File: src/rtl/twl_pkg.sv
// package: shared widths, codes and the queue entry type of the waveshaper
package twl_pkg;

	localparam int TABLE_DEPTH_DEF = 1024;
	localparam int ADDR_MAX_W      = 16;
	localparam int SAMPLE_W        = 24;
	localparam int INDEX_W         = 10;
	localparam int VALUE_W         = 16;
	localparam int FRAC_W          = 16;
	localparam int LENGTH_W        = 11;
	localparam int IN_DATA_W       = 56;
	localparam int CFG_ADDR_W      = 1;
	localparam int CFG_DATA_W      = 11;
	localparam int QUEUE_DEPTH     = 4;

	typedef enum logic {
		REQ_SHAPE = 1'b0,
		REQ_WRITE = 1'b1
	} req_type_t;

	typedef enum logic [CFG_ADDR_W-1:0] {
		CFG_TABLE_LENGTH = 1'b0,
		CFG_TABLE_READY  = 1'b1
	} cfg_reg_t;

	typedef struct packed {
		req_type_t               kind;
		logic                    wr_ok;
		logic [ADDR_MAX_W-1:0]   addr;
		logic [VALUE_W-1:0]      value;
		logic [FRAC_W-1:0]       frac;
	} q_entry_t;

endpackage

File: src/rtl/twl_queue.sv
// short queue between front end and back end
module twl_queue import twl_pkg::*; (
	input  logic     clk,
	input  logic     arst_n,
	input  logic     push,
	input  q_entry_t din,
	output logic     full,
	input  logic     pop,
	output q_entry_t dout,
	output logic     empty
);

	localparam int PTR_W = $clog2(QUEUE_DEPTH);

	q_entry_t         entries_q [QUEUE_DEPTH];
	logic [PTR_W-1:0] wr_ptr_q;
	logic [PTR_W-1:0] rd_ptr_q;
	logic [PTR_W:0]   count_q;

	assign full  = count_q == (PTR_W+1)'(QUEUE_DEPTH);
	assign empty = count_q == '0;
	assign dout  = entries_q[rd_ptr_q];

	always_ff @(posedge clk or negedge arst_n) begin
		if (!arst_n) begin
			wr_ptr_q <= '0;
			rd_ptr_q <= '0;
			count_q  <= '0;
		end else begin
			if (push) begin
				wr_ptr_q <= wr_ptr_q + PTR_W'(1);
			end
			if (pop) begin
				rd_ptr_q <= rd_ptr_q + PTR_W'(1);
			end
			if (push && !pop) begin
				count_q <= count_q + (PTR_W+1)'(1);
			end else if (pop && !push) begin
				count_q <= count_q - (PTR_W+1)'(1);
			end
		end
	end

	always_ff @(posedge clk) begin
		if (push) begin
			entries_q[wr_ptr_q] <= din;
		end
	end

endmodule

File: config.mk
export PLATFORM = sky130hd
export DESIGN_NAME = twl_queue
export DESIGN_NICKNAME = d
export VERILOG_FILES = /design/src/rtl/twl_pkg.sv /design/src/rtl/twl_queue.sv
export SDC_FILE = /design/constraint.sdc
export NUM_CORES = 1
export LEC_CHECK = 0
export ABC_AREA = 1
export BUFFER_PORTS_ARGS = -buffer_cell sky130_fd_sc_hd__buf_4
export CAP_MARGIN = 20
export CORE_MARGIN = 3
export CORE_UTILIZATION = 30
export CTS_BUF_LIST = sky130_fd_sc_hd__clkbuf_4 sky130_fd_sc_hd__clkbuf_8 sky130_fd_sc_hd__clkbuf_16
export DETAILED_ROUTE_END_ITERATION = 7
export PLACE_DENSITY_LB_ADDON = 0.2
export SLEW_MARGIN = 10
export SYNTH_ARGS = -nofsm -noshare
export SYNTH_HDL_FRONTEND = slang
export SYNTH_SLANG_ARGS = --single-unit
File: constraint.sdc
create_clock -name clk -period 5.7 [get_ports clk]
set_input_delay 1.14 -clock clk [delete_from_list [all_inputs] [get_ports clk]]
set_output_delay 1.14 -clock clk [all_outputs]
set_load 0.02 [all_outputs]
==> flow_metrics.env <==
export IMPL_cp_max_fo=116
export IMPL_wl_per_cell_um=15.4
export IMPL_io_buffers=105
export IMPL_grt_overflow_total=0
export IMPL_post_cts_buffers=0
export IMPL_rsz0062_at_grt="no"
export IMPL_cts_buffer_depth=3
export IMPL_ff2ff_path_depth=5
export IMPL_tns_ns=0
export IMPL_cts_root_buf="clkbuf_16"
export IMPL_ys_flop_type="edfxtp_1"
export IMPL_crit_path_end_kind="output port"
export IMPL_syn_inst=631
export IMPL_hold_violations=0
export IMPL_synth_enable_flop_cells=200
export IMPL_max_vdd_ir_drop_mv=0.241
export IMPL_tightest_slew_ns=0.845
export IMPL_clock_fmax_ghz=0.274
export IMPL_maxSlewHeadroom_pct=43.7
export IMPL_globalplace_congestion=0.684
export IMPL_core_um2=27000
export IMPL_drive_gt1_share_pct=21.1
export IMPL_clock_latency_ns=0.50
export IMPL_maxCapViolCount=0
export IMPL_drt_initial_drc_count=244
export IMPL_cts_resized=0
export IMPL_io_pins=106
export IMPL_cp_arrival_ns=2.51
export IMPL_power_density_nw_per_um2=547
export IMPL_grt_first_pass_wirelength_mm=25.8
export IMPL_ys_types=18
export IMPL_dieWidth_um=172
export IMPL_path_clk_slew_ns=0.06
export IMPL_synth_seq_area_share_pct=74.7
export IMPL_hold_class="in2async"
export IMPL_netlist_area_um2=8280
export IMPL_die_area_um2=29600
export IMPL_avgSynthCellArea_um2=13.1
export IMPL_htreeDepth=1
export IMPL_die_y_um=172
export IMPL_clock_skew_ns=0.00890
export IMPL_switching_power_mw=1.97
export IMPL_cp_start_kind="flip-flop"
export IMPL_nNetsFinal=795
export IMPL_synthArstFlopShare_pct=3.38
export IMPL_grt_total_usage_pct=11.3
export IMPL_drt_wl_total_mm=16.9
export IMPL_finalSetupViolCount=0
export IMPL_numClockSinks=207
export IMPL_fin_crit_sh_pct=63.9
export IMPL_switching_share_pct=35.4
export IMPL_seq_power_share_pct=38.7
export IMPL_ys_ff_latch=207
export IMPL_yosysWarnings=0
export IMPL_routed_via_density=4.41
export IMPL_antenna_found_initial=0
export IMPL_vias=4817
export IMPL_ant_nets=0
export IMPL_start_util_pct=30.6
export IMPL_leakagePower_nw=4.07
export IMPL_p_comb_share_pct=35.1
export IMPL_num_antenna_cells=0
export IMPL_row_count=60
export IMPL_p_int_mw=3.59
export IMPL_synthesis_nets=691
export IMPL_holdBufCountCts=0
export IMPL_drc=0
export IMPL_grt_pass1_vias=4702
export IMPL_hpwl_mm=9.55
export IMPL_dp_cells=1050
export IMPL_cts_inserted_buffers=24
export IMPL_post_route_min_period_ns=3.65
export IMPL_fill_cells=2667
export IMPL_power_share_clock_pct=26.2
export IMPL_slew_viol_final=0
export IMPL_grt_max_degree=117
export IMPL_status="finished clean"
export IMPL_drtPass1Iterations=4
export IMPL_crit_required_ns=4.56
export IMPL_path_class="reg2out"
export IMPL_syn2layout_area_growth_pct=22.7
export IMPL_cts_tree="done"
export IMPL_final_cells=1093
worst max-delay path: stages, from the launching register on:
cell and delay (ns):
dfrtp_4 0.97, buf_12 0.41, nand2_1 0.12, o211ai_1 0.10, nand2_1 0.12, buf_4 0.17
placed cells by master (no fill, tap or decap), drive strengths merged:
| cell type | Yosys | layout |
|---|---|---|
| nand4 | 1 | 1 |
| xnor2 | 1 | 1 |
| dfrtp | 7 | 7 |
| nand2 | 163 | 163 |
| buf | 27 | 112 |
| nand3 | 1 | 1 |
| edfxtp | 200 | 200 |
| fa | 1 | 1 |
| bufinv | 0 | 1 |
| clkinv | 0 | 7 |
| nor3 | 2 | 2 |
| ha | 5 | 5 |
| clkbuf | 7 | 35 |
| inv | 112 | 112 |
| xor2 | 3 | 3 |
| o21ai | 1 | 1 |
| o211ai | 100 | 100 |
area by class of cell:
class,instances,area (um^2),area share [%]
Timing Repair Buffer,112,853,8.40
Clock buffer,35,701,6.90
Multi-Input combinational cell,278,1510,14.8
Clock inverter,8,65.1,0.640
Sequential cell,207,6190,60.9
Inverter,112,420,4.14
Tap cell,341,427,4.20
routing by layer:
layer / vias up / GRT usage [%] / wire length, um
met4: 0 / 2.67 / 334
li1: 2392 / - / -
met2: 97 / 19.0 / 7950
met5: - / 0 / 0
met1: 2305 / 14.8 / 7600
met3: 23 / 2.90 / 982
cell usage after synthesis, types with 2 or more instances:
cell type | instances | area (um^2)
nand2_1 | 163 | 612
buf_4 | 4 | 30.0
ha_1 | 5 | 62.6
clkbuf_1 | 7 | 26.3
dfrtp_1 | 7 | 175
nor3_1 | 2 | 10.0
o211ai_1 | 100 | 751
inv_1 | 111 | 417
xor2_1 | 3 | 26.3
buf_2 | 22 | 110
edfxtp_1 | 200 | 6010
path summary, 6_finish.rpt:
check / start / to / slack, ns
setup / recovery: rd_ptr_q[0] / dout[22] / 2.05
hold reg to reg: count_q[2] / count_q[2] / 0.50
min in group clk: count_q[2] / count_q[2] / 0.50
setup reg to reg: wr_ptr_q[0] / entries_q[0][9] / 3.61
max in group asynchronous: arst_n / rd_ptr_q[0] / 5.11
hold / removal: arst_n / count_q[2] / 0.44
flip-flops by register name (all words and copies together), names as in the netlist:
signal and count:
count_q 3, entries_q 200, wr_ptr_q 2, rd_ptr_q 2
through the flow:
step | cell area (um^2) | setup slack (ns) | hold WS, ns | total power, mW | utilization (%)
after floorplan | 8280 | 2.89 | 0.463 | 3.40 | -
after global placement | 9390 | 2.60 | 0.482 | 4.18 | 34.8
after detailed placement | 9390 | 2.57 | 0.492 | 4.20 | 34.8
after CTS | 10200 | 2.01 | 0.418 | 5.67 | 37.6
after global routing | 10200 | 1.82 | 0.419 | 5.93 | 37.6
final | 10200 | 2.05 | 0.440 | 5.56 | 37.6
power by group through the flow:
stage / Sequential (mW) / Clock [mW] / Combinational [mW]
after floorplan: 2.09 / 0 / 1.31
after global placement: 2.18 / 0 / 2.00
after detailed placement: 2.19 / 0 / 2.01
after CTS: 2.16 / 1.50 / 2.01
after global routing: 2.19 / 1.57 / 2.17
final: 2.15 / 1.46 / 1.95
logic make-up after synthesis:
logic type / after synthesis / synth area share, %
flops: 207 / 74.7
compound gates: 101 / 9.13
xor+xnor: 4 / 0.423
simple gates: 167 / 7.65
fa+ha+maj: 6 / 0.998
buf+inv: 146 / 7.13
Note: power is estimated with default switching activity, not from simulation.
