`src/rtl/twl_pkg.sv`:
```
// package: shared widths, codes and the queue entry type of the waveshaper
package twl_pkg;

	localparam int TABLE_DEPTH_DEF = 1024;
	localparam int ADDR_MAX_W      = 16;
	localparam int SAMPLE_W        = 24;
	localparam int INDEX_W         = 10;
	localparam int VALUE_W         = 16;
	localparam int FRAC_W          = 16;
	localparam int LENGTH_W        = 11;
	localparam int IN_DATA_W       = 56;
	localparam int CFG_ADDR_W      = 1;
	localparam int CFG_DATA_W      = 11;
	localparam int QUEUE_DEPTH     = 4;

	typedef enum logic {
		REQ_SHAPE = 1'b0,
		REQ_WRITE = 1'b1
	} req_type_t;

	typedef enum logic [CFG_ADDR_W-1:0] {
		CFG_TABLE_LENGTH = 1'b0,
		CFG_TABLE_READY  = 1'b1
	} cfg_reg_t;

	typedef struct packed {
		req_type_t               kind;
		logic                    wr_ok;
		logic [ADDR_MAX_W-1:0]   addr;
		logic [VALUE_W-1:0]      value;
		logic [FRAC_W-1:0]       frac;
	} q_entry_t;

endpackage

```
`src/rtl/twl_front.sv`:
```
// front end: takes items, classifies them, computes table index and fraction
module twl_front import twl_pkg::*; #(
	parameter int TABLE_DEPTH = TABLE_DEPTH_DEF
) (
	input  logic                 s_tvalid,
	output logic                 s_tready,
	input  logic [IN_DATA_W-1:0] s_tdata,
	input  logic                 s_tuser,
	input  logic [LENGTH_W-1:0]  table_length,
	input  logic                 q_full,
	output logic                 q_push,
	output q_entry_t             q_entry
);

	localparam int AW = $clog2(TABLE_DEPTH);
	localparam int NW = ((AW + 1) > LENGTH_W) ? (AW + 1) : LENGTH_W;
	localparam int CW = ((AW > INDEX_W) ? AW : INDEX_W) + 1;
	localparam int PW = FRAC_W + AW;

	logic [SAMPLE_W-1:0] sample;
	logic [INDEX_W-1:0]  tbl_index;
	logic [VALUE_W-1:0]  tbl_value;
	logic [FRAC_W-1:0]   phase;
	logic [NW-1:0]       len_ext;
	logic [NW-1:0]       n_eff;
	logic [AW-1:0]       span;
	logic [PW-1:0]       prod;
	req_type_t           kind;

	assign sample    = s_tdata[SAMPLE_W-1:0];
	assign tbl_index = s_tdata[SAMPLE_W+INDEX_W-1:SAMPLE_W];
	assign tbl_value = s_tdata[SAMPLE_W+INDEX_W+VALUE_W-1:SAMPLE_W+INDEX_W];
	assign kind      = req_type_t'(s_tuser);

	// (x + 1) / 2 mod 1: adding one flips bit 16, halving drops bit 0
	assign phase = {~sample[FRAC_W], sample[FRAC_W-1:1]};

	assign len_ext = NW'(table_length);

	always_comb begin
		if (len_ext < NW'(2)) begin
			n_eff = NW'(2);
		end else if (len_ext > NW'(TABLE_DEPTH)) begin
			n_eff = NW'(TABLE_DEPTH);
		end else begin
			n_eff = len_ext;
		end
	end

	assign span = AW'(n_eff - NW'(1));
	assign prod = PW'(phase) * PW'(span);

	assign s_tready = !q_full;
	assign q_push   = s_tvalid && !q_full;

	always_comb begin
		q_entry.kind  = kind;
		q_entry.wr_ok = CW'(tbl_index) < CW'(TABLE_DEPTH);
		q_entry.value = tbl_value;
		q_entry.frac  = prod[FRAC_W-1:0];
		unique case (kind)
			REQ_WRITE: q_entry.addr = ADDR_MAX_W'(tbl_index);
			REQ_SHAPE: q_entry.addr = ADDR_MAX_W'(prod[PW-1:FRAC_W]);
			default:   q_entry.addr = '0;
		endcase
	end

endmodule

```
`config.mk`:
```
export PLATFORM = sky130hd
export DESIGN_NAME = twl_front
export DESIGN_NICKNAME = d
export VERILOG_FILES = /design/src/rtl/twl_pkg.sv /design/src/rtl/twl_front.sv
export SDC_FILE = /design/constraint.sdc
export NUM_CORES = 1
export LEC_CHECK = 0
export BUFFER_PORTS_ARGS = -buffer_cell sky130_fd_sc_hd__buf_2
export CAP_MARGIN = 20
export CORE_MARGIN = 5
export CORE_UTILIZATION = 53
export DETAILED_ROUTE_END_ITERATION = 7
export PLACE_DENSITY = 0.9
export SLEW_MARGIN = 20
export SYNTH_ARGS = -nofsm -noshare
export SYNTH_HDL_FRONTEND = slang
export SYNTH_SLANG_ARGS = --single-unit
export TNS_END_PERCENT = 20
```
`constraint.sdc`:
```
create_clock -name vclk -period 9
set_input_delay 0.9 -clock vclk [all_inputs]
set_output_delay 0.9 -clock vclk [all_outputs]
set_load 0.02 [all_outputs]
```
==> results of run 1 <==
[cells in the final DEF, fill, tap and decap left out, drive strengths merged, types with 3 or more instances in the layout]
cell       n
conb       7
nand4      3
or2        3
o211ai     4
a21oi     32
nor3b      3
nor2b     33
o2111ai    3
buf       86
and2b      4
a31oi      4
ha        62
o31ai      3
or3        4
nand3      5
fa       110
nor3       9
nand2b    19
nand2     82
and2      59
inv      127
nor2      25
xnor2     11
o22ai      3
xor2       8
o21a       4
o21ai     22
[worst max path at each step]
stage,start,end,cells past startpoint
floorplan,table_length[5],q_entry[41],28
global placement,table_length[5],q_entry[41],24
detailed placement,table_length[5],q_entry[41],24
CTS,table_length[5],q_entry[41],24
global route,table_length[5],q_entry[35],26
finish,table_length[5],q_entry[39],26
[cell families (layout without fill, tap and decap cells)]
logic type | Yosys count | count (layout) | share of synthesized area [%]
adder cells (fa/ha/maj) | 172 | 172 | 50.4
other | 2 | 7 | 0.127
multiplexers | 1 | 1 | 0.191
AO/OA/AOI/OAI | 92 | 92 | 10.3
XOR/XNOR | 19 | 19 | 2.82
buffers and inverters | 181 | 213 | 13.4
AND/OR/NAND/NOR | 257 | 257 | 22.7
[layer usage]
metal  vias to the layer above  part of all wire, %  global-route usage, %
met2                       184                   53                   39.3
met3                        31                  5.4                   1.31
met5                         -                    0                      0
met4                         0                  2.5                   4.62
met1                      2479                   39                   27.3
li1                       2307                    -                      -
[area by class of cell]
| cell class | count | area share, % |
|---|---|---|
| repair buffers | 86 | 7.51 |
| well taps | 140 | 2.78 |
| inverters | 127 | 7.57 |
| multi-input cells | 548 | 82.1 |
[repair_timing]
action | CTS | global route
hold buffers | 0 | 0
endpoints found under the hold margin | 0 | 0
resized for setup | 0 | 7
setup endpoints to repair | 0 | 11
buffers inserted | 0 | 4
[stage by stage]
stage	utilization, %	hold WS (ps)	cell area, um^2	setup slack [ps]
after floorplan	-	1880	5930	109
after global placement	57.3	1800	6240	244
after detailed placement	57.3	1800	6240	68.9
after CTS	57.3	1800	6240	81.8
after global routing	57.8	1800	6300	-56.8
final	57.8	1800	6300	265
[critical path, delay by kind of cell]
kind | cells | cell delay, ps
simple gates | 7 | 1630
buf+inv | 5 | 470
fa+ha+maj | 7 | 3140
compound gates | 7 | 1690
==> impl_metrics.json, run 1 <==
{
  "outcome": "completed",
  "drc": 0,
  "layout.cells.non_filler": 901,
  "synthCells": 724,
  "dr.pass1.iters": 6,
  "finalSetupTns_ps": 0,
  "nClkBuffers": 0,
  "yosys-top-cells-count": "127 x inv_1, 110 x fa_1, 82 x nand2_1, 62 x ha_1, 59 x and2_1",
  "setup_viol": 0,
  "cpMaxStageDelayCell": "fa_1",
  "route.detailed.wl_per_inst_um": 15.5,
  "place.gp.congestion": 0.926,
  "io_pins": 122,
  "area_growth_syn_to_layout_pct": 6.61,
  "synth_top_area_share_pct": 37.3,
  "initial_core_util_pct": 54.2,
  "io_buffers": 69,
  "timing.final.crit_period_ps": 8740,
  "multi_input_area_um2": 5170,
  "fillers": 970,
  "die_h_um": 116,
  "start_kind": "input port",
  "yosys.cell_count.top_type": "inv_1",
  "vias": 5001,
  "drt_iter0_drc": 330,
  "tightest_slew_ps": 504,
  "synth_area_leader_cell": "fa_1",
  "hold_class": "in -> out",
  "slew_violations": 0,
  "num_rows": 38,
  "antenna_found_initial": 0,
  "grt_pass1_vias": 5226,
  "grt_max_degree": 19,
  "grt_pass1_wl_um": 23300,
  "nets": 1005,
  "synth_area_um2": 5910,
  "hold_viol": 0,
  "grt.overflow.total": 0,
  "seq_area_um2": 0,
  "die_w_um": 116,
  "critPathKind": "in -> out",
  "n_sequential_cell": 0,
  "hold_path_end": "q_entry[16]",
  "ys_top_cells_by_area": "fa_1 37%, ha_1 13%, inv_1 8.1%",
  "critPathArrivalTime_ps": 7840,
  "cp_max_fo": 14,
  "yosysSeqAreaShare_pct": 0,
  "core_area_um2": 10900,
  "dpl.cell_count": 897,
  "final_antenna_net_count": 0,
  "yosysUniqueCellTypes": 53,
  "drv_cap": 0,
  "routed_wl_um": 14000,
  "drive_gt1_share_pct": 13.3,
  "die-area_um2": 13400,
  "diodes": 0,
  "dp.final_hpwl_um": 11600,
  "slew_headroom_pct": 66.1,
  "fmax_mhz": 114,
  "grtUsageTotal_pct": 21.2,
  "ys_warn_count": 0,
  "syn_area_per_cell_um2": 8.16,
  "worst_hold_path.num_cells": 0,
  "worstHoldStart": "s_tdata[34]",
  "vias_per_cell": 5.55,
  "crit_top_cell": "fa_1",
  "worstPathRequired_ps": 8100,
  "end_kind": "output pin",
  "cpPeakStageDelay_ps": 550,
  "finalCritPeriodShare_pct": 97.1
}
Power of run 1 is left out: the tool's default activity adds up to more than one toggle a clock period on the data nets, which glitch-free logic cannot reach.
==> inputs of run 2 (changes only) <==
Settings changed: REMOVE_ABC_BUFFERS from default to 1.
==> run 2 against run 1 <==
  * Design area increased by 0.22%
  * Maximum frequency increased by 0.93%
  * Global-route usage rose by 0.98 points
  * Critical path type unchanged
  * Non-clock buffer count up 2
==> impl_metrics.json, run 2 (synthesis results as in run 1) <==
{
  "worstHoldStart": "s_tdata[38]",
  "vias": 4950,
  "hold_path_end": "q_entry[20]",
  "critPathArrivalTime_ps": 7750,
  "diodes": 0,
  "grt_pass1_vias": 5168,
  "start_kind": "input port",
  "end_kind": "output pin",
  "dp.final_hpwl_um": 11900,
  "drc": 0,
  "die_h_um": 116,
  "setup_viol": 0,
  "core_area_um2": 10900,
  "die-area_um2": 13400,
  "nets": 1007,
  "num_rows": 38,
  "fmax_mhz": 116,
  "crit_top_cell": "fa_1",
  "layout_setup_ws_ps": 345,
  "cpPeakStageDelay_ps": 540,
  "routed_wl_um": 14300,
  "grt.overflow.total": 0,
  "finalCritPeriodShare_pct": 96.2,
  "grt_pass1_wl_um": 24200,
  "critPathKind": "in -> out",
  "slew_violations": 0,
  "dr.pass1.iters": 5,
  "area_growth_syn_to_layout_pct": 6.84,
  "layout_commonest_cell": "inv_1",
  "hold_viol": 0,
  "io_buffers": 69,
  "place_ws_ps": 151,
  "vias_per_cell": 5.48,
  "drive_gt1_share_pct": 13.6,
  "cp_max_fo": 12,
  "initial_core_util_pct": 54.2,
  "drv_cap": 0,
  "rsz0062_at_grt": "no",
  "slew_headroom_pct": 55.9,
  "seq_area_um2": 0,
  "tightest_slew_ps": 660,
  "worst_hold_path.num_cells": 0,
  "worstPathRequired_ps": 8100,
  "drt_iter0_drc": 178,
  "grtUsageTotal_pct": 22.2,
  "grt_max_degree": 19,
  "nClkBuffers": 0,
  "final_antenna_net_count": 0,
  "outcome": "completed",
  "layout_common_cells": "127 x inv_1, 110 x fa_1, 82 x nand2_1",
  "antenna_found_initial": 0,
  "timing.final.crit_period_ps": 8650,
  "route.detailed.wl_per_inst_um": 15.8,
  "place.gp.congestion": 0.915,
  "n_sequential_cell": 0,
  "io_pins": 122,
  "cpMaxStageDelayCell": "fa_1",
  "hold_class": "in -> out",
  "die_w_um": 116
}
run 2: cell type report:
type	instances	area [um^2]
Tap cell	140	175
Multi-Input combinational cell	548	5170
Timing Repair Buffer	88	492
Fill cell	942	4580
Inverter	127	477
run 2: worst max-delay path by stage:
stage                         start           to  slack [ps]  cells after the start
finish              table_length[5]  q_entry[38]         350                     27
global route        table_length[5]  q_entry[38]          60                     27
CTS                 table_length[5]  q_entry[40]         130                     24
detailed placement  table_length[5]  q_entry[40]         150                     24
global placement    table_length[5]  q_entry[40]         230                     24
floorplan           table_length[5]  q_entry[41]         -30                     22
run 2: critical path, delay by kind of cell:
family	cells	cell delay, ps
buf+inv	7	690
fa+ha+maj	7	3120
simple gates	6	1670
compound gates	7	1370
run 2: what timing repair did:
| action | in CTS | in global routing |
|---|---|---|
| setup buffers | 0 | 3 |
| gates resized for setup | 0 | 9 |
| setup endpoints to repair | 0 | 9 |
| hold buffers | 0 | 0 |
run 2: stage by stage:
stage | area (um^2) | setup TNS (ps) | hold slack, ps | std cells | utilization [%]
floorplan | 5610 | -25.8 | 1800 | 675 | -
global placement | 6250 | 0 | 1800 | 900 | 57.4
global route | 6310 | 0 | 1800 | 903 | 58.0
finish | 6310 | 0 | 1800 | 903 | 58.0
CTS | 6250 | 0 | 1800 | 900 | 57.4
detailed placement | 6250 | 0 | 1800 | 900 | 57.4
run 2: layer usage:
layer  vias to the layer above  wire, um  GRT usage, %
li1                       2308         -             -
met1                      2419      5920          28.8
met2                       200      6980          38.5
met3                        21      1070          4.70
met4                         2       253          3.99
met5                         -        61          3.33
Power of run 2 is left out for the same reason.
==> inputs of run 3 (changes only) <==
Settings changed: CORE_UTILIZATION 53 to 40, PLACE_DENSITY 0.9 to 0.73.
==> run 3 against run 2 <==
  * Wire length is 2.4% higher
  * Clock-buffer cell count stayed put
  * Non-clock buffer count is 3 higher
  * Critical path type unchanged
  * Via count is 0.93% lower
==> impl_metrics.json, run 3 (synthesis results as in run 1) <==
{
  "slew_violations": 0,
  "grt.overflow.total": 0,
  "seq_area_um2": 0,
  "finalCritPeriodShare_pct": 95.7,
  "initial_core_util_pct": 40.6,
  "drc": 0,
  "core_area_um2": 14500,
  "place_ws_ps": 336,
  "critPathTopFamily": "adder cells",
  "vias_per_cell": 5.16,
  "final_antenna_net_count": 0,
  "worstPathRequired_ps": 8100,
  "cp_max_fo": 6,
  "fin_util_pct": 43.9,
  "place.gp.congestion": 0.879,
  "timing.final.crit_period_ps": 8610,
  "end_kind": "output pin",
  "cpPeakStageDelay_ps": 520,
  "place_area_um2": 6350,
  "worstHoldStart": "s_tdata[37]",
  "nClkBuffers": 0,
  "grtUsageTotal_pct": 16.6,
  "critPathArrivalTime_ps": 7710,
  "diodes": 0,
  "drive_gt1_share_pct": 13.3,
  "dr.pass1.iters": 4,
  "critPathKind": "in -> out",
  "drv_cap": 0,
  "hold_viol": 0,
  "layout_commonest_cell": "inv_1",
  "grt_max_degree": 19,
  "worst_hold_path.num_cells": 0,
  "io_pins": 122,
  "routed_wl_um": 14600,
  "fmax_mhz": 116,
  "hold_class": "in -> out",
  "grt_pass1_vias": 4851,
  "fillers": 1479,
  "antenna_found_initial": 0,
  "route.detailed.wl_per_inst_um": 15.4,
  "die-area_um2": 17300,
  "layout.cells.non_filler": 950,
  "path_buf_inv": 5,
  "hold_path_end": "q_entry[19]",
  "grt_pass1_wl_um": 24500,
  "die_h_um": 132,
  "start_kind": "input port",
  "nets": 1010,
  "stdcell_area_um2": 6370,
  "n_sequential_cell": 0,
  "setup_viol": 0,
  "dp.final_hpwl_um": 12300,
  "io_buffers": 69,
  "die_w_um": 132,
  "num_rows": 44,
  "rsz0062_at_grt": "no",
  "outcome": "completed",
  "cpMaxStageDelayCell": "fa_1",
  "area_growth_syn_to_layout_pct": 7.92,
  "crit_top_cell": "fa_1",
  "layout_common_cells": "127 x inv_1, 110 x fa_1, 82 x nand2_1",
  "dpl.cell_count": 948,
  "vias": 4904,
  "layout_setup_ws_ps": 389,
  "drt_iter0_drc": 180
}
[run 3: cell types whose count changed in the layout (fill, tap and decap cells not counted), sizes merged]
cell / before / now
buf: 88 / 91
[run 3: worst max path at each step]
stage / start / to / slack (ps) / depth (start not counted)
detailed placement: table_length[5] / q_entry[40] / 340 / 24
floorplan: table_length[5] / q_entry[41] / -30 / 22
CTS: table_length[5] / q_entry[40] / 320 / 24
global placement: table_length[5] / q_entry[40] / 380 / 24
finish: table_length[5] / q_entry[35] / 390 / 25
global route: table_length[5] / q_entry[39] / 6 / 25
[run 3: area by class of cell]
cell class                      count  area [um^2]  share of cell area [%]
Tap cell                          184          230                    3.61
Multi-Input combinational cell    548         5140                    80.7
Inverter                          127          477                    7.48
Timing Repair Buffer               91          523                    8.21
[run 3: through the flow]
stage	setup TNS, ps	hold slack [ps]
4_1_cts	0	1800
5_1_grt	0	1800
2_1_floorplan	-25.8	1800
3_5_place_dp	0	1800
3_3_place_gp	0	1800
6_report	0	1800
[run 3: timing repair]
| item | CTS | global route |
|---|---|---|
| setup endpoints to repair | 0 | 6 |
| buffers inserted | 0 | 2 |
| resized for setup | 0 | 2 |
| hold buffers | 0 | 0 |
[run 3: per-layer routing]
| layer | routed length (um) | GRT usage, % | vias to the layer above |
|---|---|---|---|
| met5 | 0 | 1.11 | - |
| met4 | 159 | 2.00 | 0 |
| met3 | 1110 | 4.63 | 9 |
| met2 | 6760 | 27.0 | 130 |
| met1 | 6600 | 22.7 | 2447 |
| li1 | - | - | 2318 |
Power of run 3 is left out for the same reason.
